**src/rtl/skf_pkg.sv**
```systemverilog
// Shared constants, widths and handshake status type for the scalar Kalman filter.
// No dependencies; imported by every module of the block.
package skf_pkg;

    // Filter configuration
    localparam int AXES      = 3;
    localparam int FRAC_BITS = 16;

    // Field widths
    localparam int AXIS_W     = 2;
    localparam int DATA_W     = 32;
    localparam int REG_W      = 24;
    localparam int CFG_ADDR_W = 2;

    // Stream bus widths (fields packed from bit 0, padded to whole bytes)
    localparam int S_TDATA_W = 40;
    localparam int M_TDATA_W = 72;

    // Gain is 0..2^FRAC_BITS, so one bit above the fraction
    localparam int K_W   = FRAC_BITS + 1;
    localparam int CNT_W = $clog2(FRAC_BITS + 1);

    // Serial datapath widths
    localparam int PSUM_W = DATA_W + 1;     // P' + R, exact
    localparam int INNV_W = DATA_W + 1;     // z - x, exact
    localparam int ACCE_W = DATA_W + 3;     // estimate correction accumulator
    localparam int ACCV_W = DATA_W + 2;     // variance product accumulator

    // Configuration register indices
    localparam logic [CFG_ADDR_W-1:0] REG_MEAS_NOISE = CFG_ADDR_W'(0);
    localparam logic [CFG_ADDR_W-1:0] REG_PROC_NOISE = CFG_ADDR_W'(1);

    localparam logic [REG_W-1:0] MEAS_NOISE_RST = REG_W'(197);
    localparam logic [REG_W-1:0] PROC_NOISE_RST = REG_W'(983);

    // Status of a serial arithmetic unit
    typedef struct packed {
        logic busy;
        logic done;
    } skf_unit_sts_t;

endpackage

```
**src/rtl/skf_div.sv**
```systemverilog
// Restoring bit-serial divider for the Kalman gain K = floor(P' * 2^FRAC_BITS / S).
// One quotient bit per cycle; depends on skf_pkg.
module skf_div (
    input  logic                          aclk,
    input  logic                          aresetn,
    input  logic                          start,
    input  logic [skf_pkg::DATA_W-1:0]    num,
    input  logic [skf_pkg::PSUM_W-1:0]    den,
    output logic [skf_pkg::K_W-1:0]       quot,
    output skf_pkg::skf_unit_sts_t        sts
);
    import skf_pkg::*;

    logic [PSUM_W-1:0] rem_reg,  rem_next;
    logic [PSUM_W-1:0] den_reg,  den_next;
    logic [K_W-1:0]    quot_reg, quot_next;
    logic              zero_reg, zero_next;
    logic [CNT_W-1:0]  cnt_reg,  cnt_next;
    logic              busy_reg, busy_next;
    logic              done_reg, done_next;

    logic [PSUM_W:0]   shl;
    logic              ge;

    // trial subtract of the doubled remainder
    assign shl = {rem_reg, 1'b0};
    assign ge  = shl >= {1'b0, den_reg};

    always_comb begin
        rem_next  = rem_reg;
        den_next  = den_reg;
        quot_next = quot_reg;
        zero_next = zero_reg;
        cnt_next  = cnt_reg;
        busy_next = busy_reg;
        done_next = 1'b0;
        if (start) begin
            // num <= den, so the integer bit is set only when they are equal
            den_next  = den;
            zero_next = (den == '0);
            cnt_next  = '0;
            busy_next = 1'b1;
            if ({1'b0, num} >= den) begin
                rem_next  = {1'b0, num} - den;
                quot_next = K_W'(1);
            end else begin
                rem_next  = {1'b0, num};
                quot_next = '0;
            end
        end else if (busy_reg) begin
            rem_next  = ge ? PSUM_W'(shl - {1'b0, den_reg}) : PSUM_W'(shl);
            quot_next = {quot_reg[K_W-2:0], ge};
            cnt_next  = cnt_reg + CNT_W'(1);
            if (cnt_reg == CNT_W'(FRAC_BITS - 1)) begin
                busy_next = 1'b0;
                done_next = 1'b1;
            end
        end
    end

    always_ff @(posedge aclk) begin
        if (!aresetn) begin
            busy_reg <= 1'b0;
            done_reg <= 1'b0;
            cnt_reg  <= '0;
        end else begin
            busy_reg <= busy_next;
            done_reg <= done_next;
            cnt_reg  <= cnt_next;
        end
        rem_reg  <= rem_next;
        den_reg  <= den_next;
        quot_reg <= quot_next;
        zero_reg <= zero_next;
    end

    // zero divisor gives zero gain
    assign quot     = zero_reg ? '0 : quot_reg;
    assign sts.busy = busy_reg;
    assign sts.done = done_reg;

endmodule

```
**src/rtl/skf_mac.sv**
```systemverilog
// Serial shift-add multipliers for the update: floor(K*innov / 2^F) and
// floor(P' * (2^F - K) / 2^F), one multiplier bit per cycle. Depends on skf_pkg.
module skf_mac (
    input  logic                                 aclk,
    input  logic                                 aresetn,
    input  logic                                 start,
    input  logic [skf_pkg::K_W-1:0]              gain,
    input  logic signed [skf_pkg::INNV_W-1:0]    innov,
    input  logic [skf_pkg::DATA_W-1:0]           p_pred,
    output logic signed [skf_pkg::ACCE_W-1:0]    delta,
    output logic [skf_pkg::ACCV_W-1:0]           p_scaled,
    output skf_pkg::skf_unit_sts_t               sts
);
    import skf_pkg::*;

    localparam logic [K_W-1:0] K_ONE = K_W'(1) << FRAC_BITS;

    logic [K_W-1:0]           k_sh_reg,  k_sh_next;
    logic [K_W-1:0]           j_sh_reg,  j_sh_next;
    logic signed [INNV_W-1:0] innov_reg, innov_next;
    logic [DATA_W-1:0]        p_reg,     p_next;
    logic signed [ACCE_W-1:0] acc_e_reg, acc_e_next;
    logic [ACCV_W-1:0]        acc_v_reg, acc_v_next;
    logic [CNT_W-1:0]         cnt_reg,   cnt_next;
    logic                     busy_reg,  busy_next;
    logic                     done_reg,  done_next;

    logic signed [ACCE_W-1:0] e_sum;
    logic [ACCV_W-1:0]        v_sum;
    logic                     last;

    // LSB first: bits shifted out below the binary point are dropped, which
    // is exactly a floor of the full product
    assign e_sum = acc_e_reg + (k_sh_reg[0] ? ACCE_W'(innov_reg) : '0);
    assign v_sum = acc_v_reg + (j_sh_reg[0] ? {2'b00, p_reg} : '0);
    assign last  = (cnt_reg == CNT_W'(FRAC_BITS));

    always_comb begin
        k_sh_next  = k_sh_reg;
        j_sh_next  = j_sh_reg;
        innov_next = innov_reg;
        p_next     = p_reg;
        acc_e_next = acc_e_reg;
        acc_v_next = acc_v_reg;
        cnt_next   = cnt_reg;
        busy_next  = busy_reg;
        done_next  = 1'b0;
        if (start) begin
            k_sh_next  = gain;
            j_sh_next  = K_ONE - gain;
            innov_next = innov;
            p_next     = p_pred;
            acc_e_next = '0;
            acc_v_next = '0;
            cnt_next   = '0;
            busy_next  = 1'b1;
        end else if (busy_reg) begin
            k_sh_next = k_sh_reg >> 1;
            j_sh_next = j_sh_reg >> 1;
            cnt_next  = cnt_reg + CNT_W'(1);
            if (last) begin
                // integer bit of the multiplier: no shift
                acc_e_next = e_sum;
                acc_v_next = v_sum;
                busy_next  = 1'b0;
                done_next  = 1'b1;
            end else begin
                acc_e_next = e_sum >>> 1;
                acc_v_next = v_sum >> 1;
            end
        end
    end

    always_ff @(posedge aclk) begin
        if (!aresetn) begin
            busy_reg <= 1'b0;
            done_reg <= 1'b0;
            cnt_reg  <= '0;
        end else begin
            busy_reg <= busy_next;
            done_reg <= done_next;
            cnt_reg  <= cnt_next;
        end
        k_sh_reg  <= k_sh_next;
        j_sh_reg  <= j_sh_next;
        innov_reg <= innov_next;
        p_reg     <= p_next;
        acc_e_reg <= acc_e_next;
        acc_v_reg <= acc_v_next;
    end

    assign delta    = acc_e_reg;
    assign p_scaled = acc_v_reg;
    assign sts.busy = busy_reg;
    assign sts.done = done_reg;

endmodule

```
**src/rtl/scalar_kalman_filter.sv**
```systemverilog
// Scalar Kalman filter top level: channel handshakes, per-axis stores, sequencer.
// Depends on skf_pkg, skf_div and skf_mac.
// Each accepted request runs the sequencer (load, gain divide, multiply, output) at Q16.16;
// no new request is accepted until it has been handed to the output register, as the serial gain
// divider (one quotient bit a cycle) and then the serial shift-add multiplier work on one request.
// Reset (aresetn, synchronous, active low): stores zero, R and Q to defaults, output empty.
module scalar_kalman_filter (
    input  logic                              aclk,
    input  logic                              aresetn,
    // input requests
    input  logic                              s_tvalid,
    output logic                              s_tready,
    input  logic [skf_pkg::S_TDATA_W-1:0]     s_tdata,   // [1:0] axis, [33:2] measurement
    // results
    output logic                              m_tvalid,
    input  logic                              m_tready,
    output logic [skf_pkg::M_TDATA_W-1:0]     m_tdata,   // [1:0] axis_out, [33:2] estimate,
                                                         // [65:34] variance
    // configuration writes
    input  logic                              cfg_wr_en,
    input  logic [skf_pkg::CFG_ADDR_W-1:0]    cfg_addr,
    input  logic [skf_pkg::REG_W-1:0]         cfg_wdata
);
    import skf_pkg::*;

    // sequencer states
    localparam logic [2:0] ST_IDLE  = 3'd0;  // waiting for a request
    localparam logic [2:0] ST_LOAD  = 3'd1;  // read stores, predict P' = P + Q
    localparam logic [2:0] ST_DIV   = 3'd2;  // kick the gain divider
    localparam logic [2:0] ST_DWAIT = 3'd3;  // wait for K, then kick the multiplier
    localparam logic [2:0] ST_MWAIT = 3'd4;  // wait for products, form x', P'
    localparam logic [2:0] ST_OUT   = 3'd5;  // write back and hand to output register

    localparam int PAD_W = M_TDATA_W - AXIS_W - 2 * DATA_W;

    logic [2:0]               state_reg, state_next;

    // configuration
    logic [REG_W-1:0]         meas_noise_reg;
    logic [REG_W-1:0]         proc_noise_reg;

    // per-axis state
    logic signed [DATA_W-1:0] est_store_reg [AXES];
    logic [DATA_W-1:0]        var_store_reg [AXES];

    // request in flight
    logic [AXIS_W-1:0]        axis_reg;
    logic signed [DATA_W-1:0] z_reg;
    logic                     axis_ok_reg;
    logic signed [DATA_W-1:0] x_reg;
    logic [DATA_W-1:0]        p_reg;
    logic [K_W-1:0]           k_reg;
    logic signed [DATA_W-1:0] xn_reg;
    logic [DATA_W-1:0]        pn_reg;

    // output register
    logic                     m_valid_reg;
    logic [M_TDATA_W-1:0]     m_data_reg;

    // datapath
    logic                     axis_ok;
    logic [DATA_W:0]          p_sum;
    logic [DATA_W-1:0]        p_sat;
    logic [PSUM_W-1:0]        s_sum;
    logic signed [INNV_W-1:0] innov;
    logic signed [ACCE_W-1:0] delta;
    logic [ACCV_W-1:0]        p_scaled;
    logic signed [ACCE_W:0]   x_sum;
    logic signed [DATA_W-1:0] x_sat;
    logic [DATA_W-1:0]        pn_sat;
    logic [K_W-1:0]           k_div;
    logic                     out_free;

    skf_unit_sts_t            div_sts;
    skf_unit_sts_t            mac_sts;

    assign axis_ok = ({1'b0, s_tdata[AXIS_W-1:0]} < (AXIS_W + 1)'(AXES));

    // predict: P' = P + Q, saturating
    assign p_sum = {1'b0, var_store_reg[axis_reg]} + (DATA_W + 1)'(proc_noise_reg);
    assign p_sat = p_sum[DATA_W] ? '1 : p_sum[DATA_W-1:0];

    // innovation covariance S = P' + R, exact at 33 bits
    assign s_sum = {1'b0, p_reg} + PSUM_W'(meas_noise_reg);

    // innovation z - x, exact
    assign innov = INNV_W'(z_reg) - INNV_W'(x_reg);

    // x + floor(K*innov/2^F), saturated to the signed 32-bit range
    assign x_sum = (ACCE_W + 1)'(x_reg) + (ACCE_W + 1)'(delta);
    always_comb begin
        if (x_sum[ACCE_W:DATA_W-1] == '0 || x_sum[ACCE_W:DATA_W-1] == '1) begin
            x_sat = x_sum[DATA_W-1:0];
        end else if (x_sum[ACCE_W]) begin
            x_sat = {1'b1, {(DATA_W - 1){1'b0}}};
        end else begin
            x_sat = {1'b0, {(DATA_W - 1){1'b1}}};
        end
    end

    assign pn_sat = (p_scaled[ACCV_W-1:DATA_W] != '0) ? '1 : p_scaled[DATA_W-1:0];

    skf_div u_div (
        .aclk    (aclk),
        .aresetn (aresetn),
        .start   (state_reg == ST_DIV),
        .num     (p_reg),
        .den     (s_sum),
        .quot    (k_div),
        .sts     (div_sts)
    );

    skf_mac u_mac (
        .aclk     (aclk),
        .aresetn  (aresetn),
        .start    ((state_reg == ST_DWAIT) && div_sts.done),
        .gain     (k_div),
        .innov    (innov),
        .p_pred   (p_reg),
        .delta    (delta),
        .p_scaled (p_scaled),
        .sts      (mac_sts)
    );

    // output register is free when empty or being drained this cycle
    assign out_free = !m_valid_reg || m_tready;

    always_comb begin
        state_next = state_reg;
        unique case (state_reg)
            ST_IDLE: begin
                if (s_tvalid) begin
                    state_next = ST_LOAD;
                end
            end
            ST_LOAD: begin
                // out-of-range axis skips the arithmetic, result fields zero
                state_next = axis_ok_reg ? ST_DIV : ST_OUT;
            end
            ST_DIV: begin
                state_next = ST_DWAIT;
            end
            ST_DWAIT: begin
                if (div_sts.done) begin
                    state_next = ST_MWAIT;
                end
            end
            ST_MWAIT: begin
                if (mac_sts.done) begin
                    state_next = ST_OUT;
                end
            end
            ST_OUT: begin
                if (out_free) begin
                    state_next = ST_IDLE;
                end
            end
            default: begin
                state_next = ST_IDLE;
            end
        endcase
    end

    // control state, configuration and stores
    always_ff @(posedge aclk) begin
        if (!aresetn) begin
            state_reg      <= ST_IDLE;
            meas_noise_reg <= MEAS_NOISE_RST;
            proc_noise_reg <= PROC_NOISE_RST;
            m_valid_reg    <= 1'b0;
            for (int i = 0; i < AXES; i++) begin
                est_store_reg[i] <= '0;
                var_store_reg[i] <= '0;
            end
        end else begin
            state_reg <= state_next;
            if (cfg_wr_en) begin
                unique case (cfg_addr)
                    REG_MEAS_NOISE: meas_noise_reg <= cfg_wdata;
                    REG_PROC_NOISE: proc_noise_reg <= cfg_wdata;
                    default: ;
                endcase
            end
            if (state_reg == ST_OUT && out_free) begin
                m_valid_reg <= 1'b1;
                if (axis_ok_reg) begin
                    est_store_reg[axis_reg] <= xn_reg;
                    var_store_reg[axis_reg] <= pn_reg;
                end
            end else if (m_tready) begin
                m_valid_reg <= 1'b0;
            end
        end
    end

    // payload
    always_ff @(posedge aclk) begin
        if (state_reg == ST_IDLE && s_tvalid) begin
            axis_reg    <= s_tdata[AXIS_W-1:0];
            z_reg       <= s_tdata[AXIS_W +: DATA_W];
            axis_ok_reg <= axis_ok;
            xn_reg      <= '0;
            pn_reg      <= '0;
        end
        if (state_reg == ST_LOAD && axis_ok_reg) begin
            x_reg <= est_store_reg[axis_reg];
            p_reg <= p_sat;
        end
        if (state_reg == ST_DWAIT && div_sts.done) begin
            k_reg <= k_div;
        end
        if (state_reg == ST_MWAIT && mac_sts.done) begin
            // K of zero means the estimate holds; the serial product gives that
            xn_reg <= (k_reg == '0) ? x_reg : x_sat;
            pn_reg <= pn_sat;
        end
        if (state_reg == ST_OUT && out_free) begin
            m_data_reg <= {{PAD_W{1'b0}}, pn_reg, xn_reg, axis_reg};
        end
    end

    assign s_tready = (state_reg == ST_IDLE);
    assign m_tvalid = m_valid_reg;
    assign m_tdata  = m_data_reg;

endmodule
```
**config.mk**
```make
export PLATFORM = sky130hd
export DESIGN_NAME = scalar_kalman_filter
export DESIGN_NICKNAME = d
export VERILOG_FILES = /design/src/rtl/skf_pkg.sv /design/src/rtl/skf_div.sv /design/src/rtl/skf_mac.sv /design/src/rtl/scalar_kalman_filter.sv
export SDC_FILE = /design/constraint.sdc
export NUM_CORES = 2
export LEC_CHECK = 0
export BUFFER_PORTS_ARGS = -buffer_cell sky130_fd_sc_hd__buf_2
export CORE_ASPECT_RATIO = 2
export CORE_MARGIN = 2
export CORE_UTILIZATION = 40
export CTS_BUF_LIST = sky130_fd_sc_hd__clkbuf_16
export CTS_CLUSTER_DIAMETER = 30
export DETAILED_ROUTE_END_ITERATION = 8
export GPL_TIMING_DRIVEN = 0
export PLACE_DENSITY = 0.64
export SETUP_SLACK_MARGIN = 0.1
export SYNTH_ARGS = -nofsm -noshare
export SYNTH_HDL_FRONTEND = slang
export SYNTH_HIERARCHICAL = 1
export SYNTH_SLANG_ARGS = --single-unit
```
**constraint.sdc**
```tcl
create_clock -name aclk -period 7.92 [get_ports aclk]
set_input_delay 0.792 -clock aclk [delete_from_list [all_inputs] [get_ports aclk]]
set_output_delay 0.792 -clock aclk [all_outputs]
set_load 0.02 [all_outputs]
```
==> impl_metrics.yaml <==
final_layout:
  layout.core_utilization: 0.464
  fin_nets: 4775
  area_growth_syn_to_layout_pct: 14.9
  final.fill_count: 10700
  drive_gt1_frac: 0.122
  most-common-layout-cells: "685 x sky130_fd_sc_hd__edfxtp_1, 373 x sky130_fd_sc_hd__nand2_1, 271 x sky130_fd_sc_hd__a21oi_1"
  layout.cells.most_common: "sky130_fd_sc_hd__edfxtp_1"
  reg_area_sq_um: 23300
  multi_input_comb_area_sq_um: 21200
setup_path:
  critical_path_peak_fanout: 10
  path_class: "reg -> reg"
  crit_buf_inv: 2
  crit_path_max_delay_cell_type: "sky130_fd_sc_hd__o31ai_1"
  critical_path.endpoint_type: "register"
  timing.rr.start: "p_reg[8]"
  worstRegToRegCells: 21
  worstSetupStartpointType: "register"
  critical_path.top_delay_family: "compound AO/OA/AOI/OAI gates"
  crit_path_cell_trace: "ha_1 > a21o_1 > a21o_1 > a21oi_1 > o21ai_0 > o211ai_1 > a211oi_1 > o31ai_1 > a211oi_1 > xor2_1 > inv_1 > ha_1 > and3_1 > nand4_1 > or3b_1 > or3_1 > o211ai_4 > buf_4 > nor2_1 > o21ai_0 > o31ai_1"
  timing.critical_path.required_ns: 8.40
  critPathMaxStageDelay_ns: 0.94
  critPathArrivalTime_ns: 7.90
  ff2ff_setup_slack_ns: 0.50
  timing.rr.end: "u_div/rem_reg[0]"
die:
  die_height_um: 483
  die_footprint_sq_um: 118000
  io_pins: 145
  floorplan.die.width_um: 244
  core-area_sq_um: 114000
  initial_utilization: 0.403
  std_cell_rows: 175
cts:
  htree_levels: 3
  hold_buf_count_cts: 0
  cts.clk_slew.worst_paths_ns: 0.06
  postCtsResizedCells: 0
  cts_buffers: 115
  tritoncts: "done"
  cts_num_sinks: 822
  cts.path.max_buffers: 3
  cts_post_setup_buffers_inserted: 0
  buffer_type_at_the_clock_tree_root: "sky130_fd_sc_hd__clkbuf_16"
  clk_latency_worst_skew_pair_ns: 0.75
worst_hold_path:
  hold_start: "s_tdata[9]"
  worstHoldPathCells: 1
  holdCritPathClass: "in -> reg"
  timing.hold.worst_endpoint: "z_reg[7]"
timing:
  post-route-min-period_ns: 7.42
  fin_crit_sh: 0.937
  max-slew-margin-rel: 0.104
  fin_worst_skew_ns: 0.0508
  grt_setup_unrepaired: "false"
  tightest_slew_ns: 1.34
  drv_slew: 0
  max_freq_ghz: 0.135
  setup_tns_ns: 0
  timing_hold_violations_final: 0
  setup_violations: 0
global_route:
  grt_start_max_net_pins: 57
  first_pass_grt_wire_length_um: 218000
  number_of_antenna_violations_at_the_first_check_in_global_routing: 3
  via_count_of_the_first_global_routing_pass: 34700
  groute.usage.overall: 0.249
  global_route.overflow_total: 0
synth:
  synth.avg_cell_area_sq_um: 11.0
  synth.cell_area_sq_um: 45900
  synthCells: 4177
  number_of_synthesis_warnings: 6
routing:
  post_drt_wl_per_cell_um: 24.7
  length_of_the_first_detailed_routing_pass_in_iterations: 8
  wirelength_um: 150000
  dr_total_vias: 34500
  drt_iter0_markers: 2069
  met2_length_um: 79500
  wirelength_met1_um: 48800
  viasPerCell: 5.70
  top_signal_layer_used: "met5"
  antenna_left: 0
  met3_wirelength_um: 6360
  remaining_drc_errors: 0
pwr:
  static-leakage-power_nw: 20.6
  max-vdd-ir-drop_uv: 198
  power_density_nw_per_um2: 316
run_status:
  status: "complete, no violations"
run:
  max_cap_violations: 0
place:
  place_congestion: 0.993
  port_buffers: 132
  dpl.hpwl_um: 115000
layout make-up:
cell class                 instances  area share
sequential                       822       0.442
multi-input combinational       2988       0.402
clock buffer                     121      0.0574
tap                             1504      0.0357
timing repair buffer             146      0.0183
clock inverter                    96      0.0168
buffer                           187      0.0151
inverter                         185      0.0132
antenna                            2   0.0000948
worst reg2reg max path, stage by stage (launching register included):
cell                       delay [ns]
sky130_fd_sc_hd__edfxtp_1        0.63
sky130_fd_sc_hd__ha_1            0.47
sky130_fd_sc_hd__a21o_1          0.21
sky130_fd_sc_hd__a21o_1          0.17
sky130_fd_sc_hd__a21oi_1         0.19
sky130_fd_sc_hd__o21ai_0         0.22
sky130_fd_sc_hd__o211ai_1        0.44
sky130_fd_sc_hd__a211oi_1        0.24
sky130_fd_sc_hd__o31ai_1         0.94
sky130_fd_sc_hd__a211oi_1        0.21
sky130_fd_sc_hd__xor2_1          0.53
sky130_fd_sc_hd__inv_1           0.09
sky130_fd_sc_hd__ha_1            0.40
sky130_fd_sc_hd__and3_1          0.25
sky130_fd_sc_hd__nand4_1         0.20
sky130_fd_sc_hd__or3b_1          0.48
sky130_fd_sc_hd__or3_1           0.38
sky130_fd_sc_hd__o211ai_4        0.32
sky130_fd_sc_hd__buf_4           0.33
sky130_fd_sc_hd__nor2_1          0.08
sky130_fd_sc_hd__o21ai_0         0.25
sky130_fd_sc_hd__o31ai_1         0.13
per-stage QoR:
step	total power, mW	hold slack [ns]	cell area [sq um]	std cells	setup slack (ns)
global route	17.4	0.205	52800	6050	0.382
floorplan	9.64	0.424	46000	4182	1.57
CTS	16.7	0.194	52800	6049	0.741
detailed placement	11.5	0.437	48900	5832	0.778
finish	16.7	0.222	52800	6051	0.503
global placement	11.4	0.431	48500	5818	-2.75
metal layers:
metal,vias up,global-route usage
li1,16100,-
met1,16800,0.234
met2,1119,0.466
met3,482,0.0364
met4,2,0.213
met5,-,0
how the worst max path moves through the flow:
stage | start | endpoint | slack (ns) | cells after the start
final | p_reg[8] | u_div/rem_reg[0] | 0.50 | 21
after global routing | p_reg[8] | u_div/rem_reg[14] | 0.38 | 21
after CTS | p_reg[8] | u_div/rem_reg[0] | 0.74 | 21
after detailed placement | p_reg[8] | u_div/rem_reg[0] | 0.78 | 21
after global placement | m_tready | est_store_reg[1][13] | -2.75 | 6
after floorplan | m_tready | est_store_reg[1][0] | 1.57 | 5
power breakdown:
part           switching (mW)  internal (mW)  leakage [nW]  total, mW
logic                    3.40           2.05          11.0       5.44
clock network            2.15           3.06          1.96       5.20
registers               0.555           5.48          7.63       6.03
No activity file was read; power rests on OpenSTA's default activity.
